File: src/hw/rtl/amcd_pkg.sv
// Shared types and constants of the AVI movie chunk demultiplexer.
package amcd_pkg;

	localparam int AMCD_QUEUE_DEPTH = 4;
	localparam int AMCD_CFG_INDEX_W = 8;
	localparam int AMCD_CFG_DATA_W  = 32;

	// Configuration register indexes.
	localparam logic [AMCD_CFG_INDEX_W-1:0] CFG_STREAM_COUNT = 8'd0;
	localparam logic [AMCD_CFG_INDEX_W-1:0] CFG_MOVIE_LENGTH = 8'd1;

	typedef enum logic [1:0] {
		KIND_PAYLOAD    = 2'd0,
		KIND_EMPTY      = 2'd1,
		KIND_BAD_STREAM = 2'd2,
		KIND_END        = 2'd3
	} kind_t;

	typedef struct packed {
		kind_t      kind;
		logic [7:0] stream;
		logic [7:0] payload;
		logic       last;
	} res_t;

	// Up to two results per accepted byte; wr1 is only used together with wr0.
	typedef struct packed {
		logic wr0;
		logic wr1;
		res_t res0;
		res_t res1;
	} qwr_t;

endpackage

File: src/hw/rtl/amcd_front.sv
// Front end: byte parser that classifies chunks and emits result beats.
module amcd_front import amcd_pkg::*; (
	input  logic                        clk,
	input  logic                        arst_n,
	input  logic                        push,
	input  logic                        room,
	input  logic [7:0]                  data_byte,
	input  logic                        cfg_valid,
	input  logic [AMCD_CFG_INDEX_W-1:0] cfg_index,
	input  logic [AMCD_CFG_DATA_W-1:0]  cfg_data,
	output qwr_t                        qwr
);

	typedef enum logic [5:0] {
		PH_HEADER   = 6'b000001,
		PH_SKIP     = 6'b000010,
		PH_DATA     = 6'b000100,
		PH_LISTTYPE = 6'b001000,
		PH_HALT     = 6'b010000,
		PH_END      = 6'b100000
	} phase_t;

	localparam logic [31:0] FCC_JUNK = 32'h4B4E554A;
	localparam logic [31:0] FCC_IDX1 = 32'h31786469;
	localparam logic [31:0] FCC_LIST = 32'h5453494C;
	localparam logic [31:0] FCC_REC  = 32'h20636572;

	// Bit 4 flags a character that is not a hex digit.
	function automatic logic [4:0] hex_value(input logic [7:0] c);
		logic [4:0] v;
		v = 5'b10000;
		if (c >= 8'h30 && c <= 8'h39) v = {1'b0, 4'(c - 8'h30)};
		else if (c >= 8'h41 && c <= 8'h46) v = {1'b0, 4'(c - 8'h37)};
		else if (c >= 8'h61 && c <= 8'h66) v = {1'b0, 4'(c - 8'h57)};
		return v;
	endfunction

	phase_t      phase_q, phase_n;
	logic [2:0]  idx_q, idx_n;
	logic [31:0] fcc_q, fcc_n;
	logic [31:0] size_q, size_n;
	logic [32:0] rem_q, rem_n;
	logic [7:0]  stream_q, stream_n;
	logic [31:0] pos_q, pos_n;
	logic        pad_q, pad_n;
	logic [7:0]  stream_count_q;
	logic [31:0] movie_length_q;

	logic        accept;
	logic        own_v, eom_v;
	res_t        own_res, eom_res;
	logic [32:0] rounded;
	logic [4:0]  hi, lo;
	logic [7:0]  sid;

	assign accept = push && room;

	always_comb begin
		phase_n  = phase_q;
		idx_n    = idx_q;
		fcc_n    = fcc_q;
		size_n   = size_q;
		rem_n    = rem_q;
		stream_n = stream_q;
		pos_n    = pos_q;
		pad_n    = pad_q;
		own_v    = 1'b0;
		own_res  = '{kind: KIND_PAYLOAD, stream: stream_q, payload: data_byte, last: 1'b0};
		eom_v    = 1'b0;
		eom_res  = '{kind: KIND_END, stream: 8'd0, payload: 8'd0, last: 1'b0};
		rounded  = '0;
		hi       = '0;
		lo       = '0;
		sid      = '0;
		if (phase_q != PH_HALT && phase_q != PH_END) begin
			if (pos_q != 32'hFFFF_FFFF) pos_n = pos_q + 32'd1;
			unique case (phase_q)
				PH_HEADER: begin
					if (!idx_q[2]) fcc_n[{idx_q[1:0], 3'b000} +: 8] = data_byte;
					else size_n[{idx_q[1:0], 3'b000} +: 8] = data_byte;
					idx_n = idx_q + 3'd1;
					if (idx_q == 3'd7) begin
						rounded = {1'b0, size_n} + {32'd0, size_n[0]};
						hi  = hex_value(fcc_n[7:0]);
						lo  = hex_value(fcc_n[15:8]);
						sid = (hi[4] || lo[4]) ? 8'hFF : {hi[3:0], lo[3:0]};
						if (fcc_n == FCC_JUNK || fcc_n == FCC_IDX1) begin
							rem_n   = rounded;
							phase_n = (rounded == '0) ? PH_HEADER : PH_SKIP;
						end else if (fcc_n == FCC_LIST) begin
							phase_n = PH_LISTTYPE;
						end else begin
							stream_n = sid;
							if (sid >= stream_count_q) begin
								own_v   = 1'b1;
								own_res = '{kind: KIND_BAD_STREAM, stream: sid,
								            payload: 8'd0, last: 1'b0};
								phase_n = PH_HALT;
							end else if (size_n == '0) begin
								own_v   = 1'b1;
								own_res = '{kind: KIND_EMPTY, stream: sid,
								            payload: 8'd0, last: 1'b0};
								phase_n = PH_HEADER;
							end else begin
								rem_n   = {1'b0, size_n};
								pad_n   = size_n[0];
								phase_n = PH_DATA;
							end
						end
					end
				end
				PH_LISTTYPE: begin
					fcc_n[{idx_q[1:0], 3'b000} +: 8] = data_byte;
					idx_n = {1'b0, idx_q[1:0] + 2'd1};
					if (idx_q[1:0] == 2'd3) begin
						if (fcc_n == FCC_REC) begin
							phase_n = PH_HEADER;
						end else begin
							rounded = {1'b0, size_q} + {32'd0, size_q[0]};
							rem_n   = (rounded >= 33'd4) ? rounded - 33'd4 : '0;
							phase_n = (rem_n == '0) ? PH_HEADER : PH_SKIP;
						end
					end
				end
				PH_SKIP: begin
					if (rem_q != '0) rem_n = rem_q - 33'd1;
					if (rem_n == '0) phase_n = PH_HEADER;
				end
				PH_DATA: begin
					if (rem_q != '0) rem_n = rem_q - 33'd1;
					own_v = 1'b1;
					if (rem_n == '0) begin
						own_res.last = 1'b1;
						if (pad_q) begin
							// Drop the pad byte of an odd-sized chunk.
							pad_n   = 1'b0;
							rem_n   = 33'd1;
							phase_n = PH_SKIP;
						end else begin
							phase_n = PH_HEADER;
						end
					end
				end
				default: begin
					phase_n = PH_HEADER;
					idx_n   = '0;
				end
			endcase
			if (pos_n >= movie_length_q) begin
				eom_v = 1'b1;
				if (phase_n != PH_HALT) phase_n = PH_END;
			end
		end
	end

	always_comb begin
		qwr.wr0  = accept && (own_v || eom_v);
		qwr.wr1  = accept && own_v && eom_v;
		qwr.res0 = own_v ? own_res : eom_res;
		qwr.res1 = eom_res;
	end

	always_ff @(posedge clk or negedge arst_n) begin
		if (!arst_n) begin
			phase_q  <= PH_HEADER;
			idx_q    <= '0;
			fcc_q    <= '0;
			size_q   <= '0;
			rem_q    <= '0;
			stream_q <= '0;
			pos_q    <= '0;
			pad_q    <= 1'b0;
		end else if (accept) begin
			phase_q  <= phase_n;
			idx_q    <= idx_n;
			fcc_q    <= fcc_n;
			size_q   <= size_n;
			rem_q    <= rem_n;
			stream_q <= stream_n;
			pos_q    <= pos_n;
			pad_q    <= pad_n;
		end
	end

	always_ff @(posedge clk or negedge arst_n) begin
		if (!arst_n) begin
			stream_count_q <= 8'd1;
			movie_length_q <= '0;
		end else if (cfg_valid) begin
			if (cfg_index == CFG_STREAM_COUNT) stream_count_q <= cfg_data[7:0];
			else if (cfg_index == CFG_MOVIE_LENGTH) movie_length_q <= cfg_data[31:0];
		end
	end

	a_halt_silent: assert property (@(posedge clk) disable iff (!arst_n)
		(phase_q == PH_HALT || phase_q == PH_END) |-> !qwr.wr0)
		else $error("result emitted after halt or end of movie");

	a_pair_is_eom: assert property (@(posedge clk) disable iff (!arst_n)
		qwr.wr1 |-> (qwr.wr0 && qwr.res1.kind == KIND_END))
		else $error("second result is not end of movie");

	a_end_sticks: assert property (@(posedge clk) disable iff (!arst_n)
		(phase_q == PH_END) |=> (phase_q == PH_END))
		else $error("parser left end of movie");

endmodule

File: src/hw/rtl/amcd_queue.sv
// Short result queue between the parser and the output stage.
module amcd_queue import amcd_pkg::*; #(
	parameter int DEPTH = AMCD_QUEUE_DEPTH
) (
	input  logic clk,
	input  logic arst_n,
	input  qwr_t qwr,
	input  logic rd,
	output res_t head,
	output logic q_empty,
	output logic room
);

	localparam int PW = (DEPTH > 1) ? $clog2(DEPTH) : 1;
	localparam int CW = $clog2(DEPTH + 1);
	localparam logic [PW-1:0] LAST_PTR = PW'(DEPTH - 1);

	function automatic logic [PW-1:0] inc(input logic [PW-1:0] p);
		return (p == LAST_PTR) ? '0 : p + PW'(1);
	endfunction

	res_t          mem_q [DEPTH];
	logic [PW-1:0] wr_ptr_q, rd_ptr_q, wr_ptr1;
	logic [CW-1:0] count_q;

	assign wr_ptr1 = inc(wr_ptr_q);
	assign head    = mem_q[rd_ptr_q];
	assign q_empty = (count_q == '0);
	// Leave space for the two beats a single byte may produce.
	assign room    = (count_q <= CW'(DEPTH - 2));

	always_ff @(posedge clk) begin
		if (qwr.wr0) mem_q[wr_ptr_q] <= qwr.res0;
		if (qwr.wr1) mem_q[wr_ptr1]  <= qwr.res1;
	end

	always_ff @(posedge clk or negedge arst_n) begin
		if (!arst_n) begin
			wr_ptr_q <= '0;
			rd_ptr_q <= '0;
			count_q  <= '0;
		end else begin
			if (qwr.wr1) wr_ptr_q <= inc(wr_ptr1);
			else if (qwr.wr0) wr_ptr_q <= wr_ptr1;
			if (rd) rd_ptr_q <= inc(rd_ptr_q);
			count_q <= count_q + CW'(qwr.wr0) + CW'(qwr.wr1) - CW'(rd);
		end
	end

	a_no_overflow: assert property (@(posedge clk) disable iff (!arst_n)
		count_q <= CW'(DEPTH))
		else $error("result queue overflow");

	a_no_underflow: assert property (@(posedge clk) disable iff (!arst_n)
		rd |-> !q_empty)
		else $error("read from empty result queue");

	a_write_order: assert property (@(posedge clk) disable iff (!arst_n)
		qwr.wr1 |-> (qwr.wr0 && room))
		else $error("second write without first or without space");

endmodule

File: src/hw/rtl/amcd_back.sv
// Back end: output register that presents the oldest result beat.
module amcd_back import amcd_pkg::*; (
	input  logic clk,
	input  logic arst_n,
	input  res_t head,
	input  logic q_empty,
	input  logic pop,
	output logic rd,
	output logic empty,
	output res_t out_res
);

	logic out_valid_q;
	res_t out_q;

	assign empty   = !out_valid_q;
	assign out_res = out_q;
	// Refill when the register is free or its beat is taken this cycle.
	assign rd      = !q_empty && (!out_valid_q || pop);

	always_ff @(posedge clk) begin
		if (rd) out_q <= head;
	end

	always_ff @(posedge clk or negedge arst_n) begin
		if (!arst_n) out_valid_q <= 1'b0;
		else if (rd) out_valid_q <= 1'b1;
		else if (pop) out_valid_q <= 1'b0;
	end

	a_hold_stalled: assert property (@(posedge clk) disable iff (!arst_n)
		(out_valid_q && !pop) |=> (out_valid_q && $stable(out_q)))
		else $error("stalled result changed");

	a_no_drop: assert property (@(posedge clk) disable iff (!arst_n)
		(out_valid_q && !pop) |-> !rd)
		else $error("output overwritten before pop");

	a_refill: assert property (@(posedge clk) disable iff (!arst_n)
		(!q_empty && !out_valid_q) |-> rd)
		else $error("output register idle while results wait");

endmodule

File: src/hw/rtl/avi_movie_chunk_demux.sv
// Top level of the AVI movie chunk demultiplexer.
//
// Input channel: one raw byte of movie list content per beat on data_byte,
// taken at a clock edge with push high and full low.
// Result channel: queue-like; while empty is low the oldest result sits on
// result_kind, stream_id, payload_byte and chunk_last, and it is taken at
// an edge with pop high. Kinds: payload byte, empty chunk, bad stream, end
// of movie. A byte yields at most two beats (its own, then end of movie).
// Configuration: cfg_valid/cfg_ready write channel, always ready; index 0
// is stream_count, index 1 is movie_length, other indexes are ignored.
// Throughput: one byte per cycle while full is low; the parser updates its
// counters for a byte at the edge that takes it, and the queue takes both
// beats of a byte at once. The queue takes a result at the edge that accepts
// its byte, and the output register takes it from the queue once the
// register is free or its beat is being popped.
// Stall: when pop stays low the output register holds its beat, the queue
// fills, and full rises once fewer than two queue slots are left.
// Reset: arst_n clears the parser to header state, the queue and the output
// register; stream_count returns to 1 and movie_length to 0. After a bad
// stream or end of movie, bytes are still taken but dropped until reset.
module avi_movie_chunk_demux import amcd_pkg::*; #(
	parameter int QUEUE_DEPTH = AMCD_QUEUE_DEPTH
) (
	input  logic                        clk,
	input  logic                        arst_n,
	input  logic                        push,
	output logic                        full,
	input  logic [7:0]                  data_byte,
	output logic                        empty,
	input  logic                        pop,
	output logic [1:0]                  result_kind,
	output logic [7:0]                  stream_id,
	output logic [7:0]                  payload_byte,
	output logic                        chunk_last,
	input  logic                        cfg_valid,
	output logic                        cfg_ready,
	input  logic [AMCD_CFG_INDEX_W-1:0] cfg_index,
	input  logic [AMCD_CFG_DATA_W-1:0]  cfg_data
);

	qwr_t qwr;
	res_t head, out_res;
	logic room, q_empty, rd;

	// Registers accept a beat in every cycle.
	assign cfg_ready = 1'b1;
	assign full      = !room;

	amcd_front u_front (
		.clk       (clk),
		.arst_n    (arst_n),
		.push      (push),
		.room      (room),
		.data_byte (data_byte),
		.cfg_valid (cfg_valid),
		.cfg_index (cfg_index),
		.cfg_data  (cfg_data),
		.qwr       (qwr)
	);

	amcd_queue #(.DEPTH(QUEUE_DEPTH)) u_queue (
		.clk     (clk),
		.arst_n  (arst_n),
		.qwr     (qwr),
		.rd      (rd),
		.head    (head),
		.q_empty (q_empty),
		.room    (room)
	);

	amcd_back u_back (
		.clk     (clk),
		.arst_n  (arst_n),
		.head    (head),
		.q_empty (q_empty),
		.pop     (pop),
		.rd      (rd),
		.empty   (empty),
		.out_res (out_res)
	);

	assign result_kind  = out_res.kind;
	assign stream_id    = out_res.stream;
	assign payload_byte = out_res.payload;
	assign chunk_last   = out_res.last;

endmodule
File: config.mk
export PLATFORM = sky130hd
export DESIGN_NAME = avi_movie_chunk_demux
export DESIGN_NICKNAME = d
export VERILOG_FILES = /design/src/hw/rtl/amcd_pkg.sv /design/src/hw/rtl/amcd_front.sv /design/src/hw/rtl/amcd_queue.sv /design/src/hw/rtl/amcd_back.sv /design/src/hw/rtl/avi_movie_chunk_demux.sv
export SDC_FILE = /design/constraint.sdc
export NUM_CORES = 1
export LEC_CHECK = 0
export BUFFER_PORTS_ARGS = -buffer_cell sky130_fd_sc_hd__buf_2
export CORE_MARGIN = 1
export CORE_UTILIZATION = 45
export DETAILED_ROUTE_END_ITERATION = 10
export GPL_TIMING_DRIVEN = 0
export PLACE_DENSITY = 0.59
export SLEW_MARGIN = 5
export SYNTH_ARGS = -nofsm -noshare
export SYNTH_HDL_FRONTEND = slang
export SYNTH_SLANG_ARGS = --single-unit
File: constraint.sdc
create_clock -name clk -period 19.6 [get_ports clk]
set_clock_uncertainty 0.2 [all_clocks]
set_input_delay 3.92 -clock clk [delete_from_list [all_inputs] [get_ports clk]]
set_output_delay 3.92 -clock clk [all_outputs]
set_load 0.02 [all_outputs]
==> flow_summary.ini <==
[power]
power_frac_clock_pct = 40.3
pwr_density_cell_nw_per_um2 = 78.1
ir_drop_mv = 0.0921
power_switching_uw = 555
p_total_uw = 1820
p_comb_share_pct = 19.8
netSwitchingFraction_pct = 30.4
power_leakage_uw = 0.00905
seqPwrFrac_pct = 39.9
power.internal_uw = 1270

[clock_network]
path_clk_slew_ns = 0.06
cts_tree = done
cts_sinks = 290
clk_path_buf_depth = 3
htreeDepth = 2
clock_latency_ns = 0.59
cts-hold-fix-buffers = 0
root_buffer = clkbuf_16
cts_setup_buffers = 0
cts_buffers = 38
cts_resized = 0

[yosys]
synthesis.nets = 2659
synth_area_per_cell_um2 = 8.25
yosysSeqAreaShare_pct = 33.4
yosysUniqueCellTypes = 98
yosys_warnings = 0
synth_edf_count = 19
synth_top_area_share_pct = 23.1
syn-cell-area_um2 = 20900
ys.flop_type = dfrtp_1
synth.ff_latch_count = 290
synth_area_leader_cell = dfrtp_1
netlist_instances = 2533
synthTopCellsByArea = dfrtp_1, dfxtp_1, nand2_1, o21ai_0, ha_1
async_flop_share_pct = 67.2

[timing]
setup_viol = 0
min_period_over_period_pct = 57.2
slew_viol_final = 0
post-route-min-period_ns = 11.21
rsz0062_at_grt = false
fmax_mhz = 89.2
worst_pin_slew_ns = 1.42
relSlewSlack_pct = 4.91
holdWs_ns = 0.273
final_hold_viol_count = 0
setup_tns_ns = 0

[route]
drt-total-wl_mm = 80.2
via_count = 20800
wl_per_cell_um = 24.5
drt_iter0_drc = 2168
drcViolationCount = 0
first_pass_iters = 7
ant_nets = 0
viasPerCell = 6.34

[worst_setup_path]
crit_fanout = 10
cp_common_cell = inv_1
r2r_cells = 30
crit_arrival_ns = 11.46
cp_slowest_stage_delay_ns = 0.94
startpoint_type = primary input
path_depth = 28
end_kind = register
required_ns = 19.85
worst-path-buf-inv = 6
crit_slowest_cell = a2111oi_1
crit_family = compound AO/OA/AOI/OAI gates
critical_path_class = in -> reg

[run]
drv_cap = 0

[layout]
nFillCells = 4404
multiInputGateArea_um2 = 12900
area_delta_synth_final_pct = 11.8
seq_area_um2 = 6970
drive_gt1_share_pct = 10.4
stdcell_count = 3277
diodes = 0
final_nets = 2773

[floorplanning]
num_rows = 78
die_area_um2 = 47300
initial_core_util_pct = 45.8
die_w_um = 217
dieHeight_um = 217
ios = 75
core_um2 = 45600

[placement]
dp_hpwl_mm = 61.1
portBuffers = 71
place_inst = 3207
place_congestion = 1.03

[global_routing]
grt_pass1_vias = 19700
grt_pass1_wl_mm = 122
antenna_found_initial = 1
grt_max_degree = 109
grt_usage_pct = 33.6
gr-total-overflow = 0

[worst_hold_path]
worstHoldPathType = reg -> reg
whs_path_depth = 2

[outcome]
status = finished clean
[metal layers]
layer | global-route usage, % | vias up | part of all wire [%] | wire length (um)
li1 | - | 9494 | - | -
met1 | 47.1 | 10200 | 44 | 35600
met2 | 52.8 | 918 | 45 | 35800
met3 | 6.07 | 158 | 8.2 | 6570
met4 | 9.60 | 2 | 2.8 | 2230
met5 | 0 | - | 0.014 | 11
[state kept, by name, summed over array words and instances, names as in the netlist, 6 cells and up]
register / count
u_front.movie_length_q: 32
u_queue.mem_q: 76
u_front.phase_q: 6
u_front.stream_count_q: 8
u_front.rem_q: 33
u_back.out_res: 19
u_front.fcc_q: 32
u_front.stream_q: 8
u_front.size_q: 32
u_front.pos_q: 32
[worst paths after layout]
| path | slack [ns] | start | end |
|---|---|---|---|
| min in group asynchronous | 3.15 | arst_n | u_front.rem_q[1] |
| hold reg to reg | 0.27 | u_queue.mem_q[2][5] | u_queue.mem_q[2][5] |
| hold / removal | 0.27 | u_queue.mem_q[2][5] | u_queue.mem_q[2][5] |
| setup / recovery | 8.39 | data_byte[0] | u_queue.count_q[1] |
| max in group asynchronous | 15.01 | arst_n | u_queue.rd_ptr_q[1] |
| setup reg to reg | 10.38 | u_front.idx_q[0] | u_queue.count_q[1] |
[synth_stat cells, types with 16 or more instances]
cell and number:
a31oi_1 36, o31ai_1 18, xor2_1 54, and3_1 26, clkbuf_1 128, o22ai_1 16, or3_1 28, a21o_1 19
nor3_1 77, inv_1 90, or4_1 26, dfrtp_1 193, nand3_1 125, buf_2 31, a22oi_1 21, mux2i_1 16
nor4_1 54, nand4_1 49, ha_1 71, dfxtp_1 76, o21ai_0 189, and2_1 23, xnor2_1 100, nand2b_1 59
a211oi_1 45, mux4_2 19, nor2b_1 22, mux2_2 52, nand2_1 255, a21oi_1 111, buf_1 16, nor2_1 204
edfxtp_1 19
[placed cells by master, fill, tap and decap left out, types with 90 or more instances in the layout]
| master | Yosys | final |
|---|---|---|
| buf_2 | 31 | 101 |
| a21oi_1 | 111 | 110 |
| xnor2_1 | 100 | 100 |
| clkbuf_1 | 128 | 133 |
| dfrtp_1 | 193 | 193 |
| inv_1 | 90 | 90 |
| o21ai_0 | 189 | 189 |
| nand2_1 | 255 | 255 |
| nor2_1 | 204 | 204 |
| nand3_1 | 125 | 125 |
[area by class of cell]
class,count,share of cell area (%)
Multi-Input combinational cell,1976,55.2
Sequential cell,290,29.9
Clock buffer,47,4.39
Tap cell,600,3.21
Buffer,176,3.01
Timing Repair Buffer,74,1.76
Inverter,91,1.46
Clock inverter,23,1.16
[power groups by stage]
stage               Sequential, uW  Combinational, uW  Clock (uW)
floorplan                      748                232           0
global placement               736                347           0
detailed placement             738                359           0
CTS                            728                362         741
global route                   737                396         767
finish                         729                361         735
[worst register-to-register path, delay by kind of cell, from the launching register on]
kind	cells	cell delay [ns]
compound gates	9	2.41
simple gates	8	2.31
fa+ha+maj	6	1.95
buf+inv	7	1.69
flops	1	0.51
[through the flow]
step	setup WS (ns)	cell area, um^2	utilization, %
5_1_grt	7.92	23400	51.3
3_5_place_dp	7.95	22100	48.4
4_1_cts	8.52	23400	51.3
2_1_floorplan	9.54	20900	-
3_3_place_gp	7.80	22000	48.3
6_report	8.39	23400	51.3
[kinds of logic (layout without fill, tap and decap cells)]
kind of cell / after synthesis / count (layout) / share of synthesized area (%)
AO/OA/AOI/OAI: 630 / 630 / 19.7
XOR/XNOR: 154 / 154 / 6.46
adder cells (fa/ha/maj): 73 / 73 / 4.45
buffers and inverters: 267 / 411 / 5.00
flip-flops: 290 / 290 / 33.4
multiplexers: 87 / 87 / 5.62
other: 1 / 1 / 0.0180
AND/OR/NAND/NOR: 1031 / 1031 / 25.3
No activity file was read; power rests on OpenSTA's default activity.
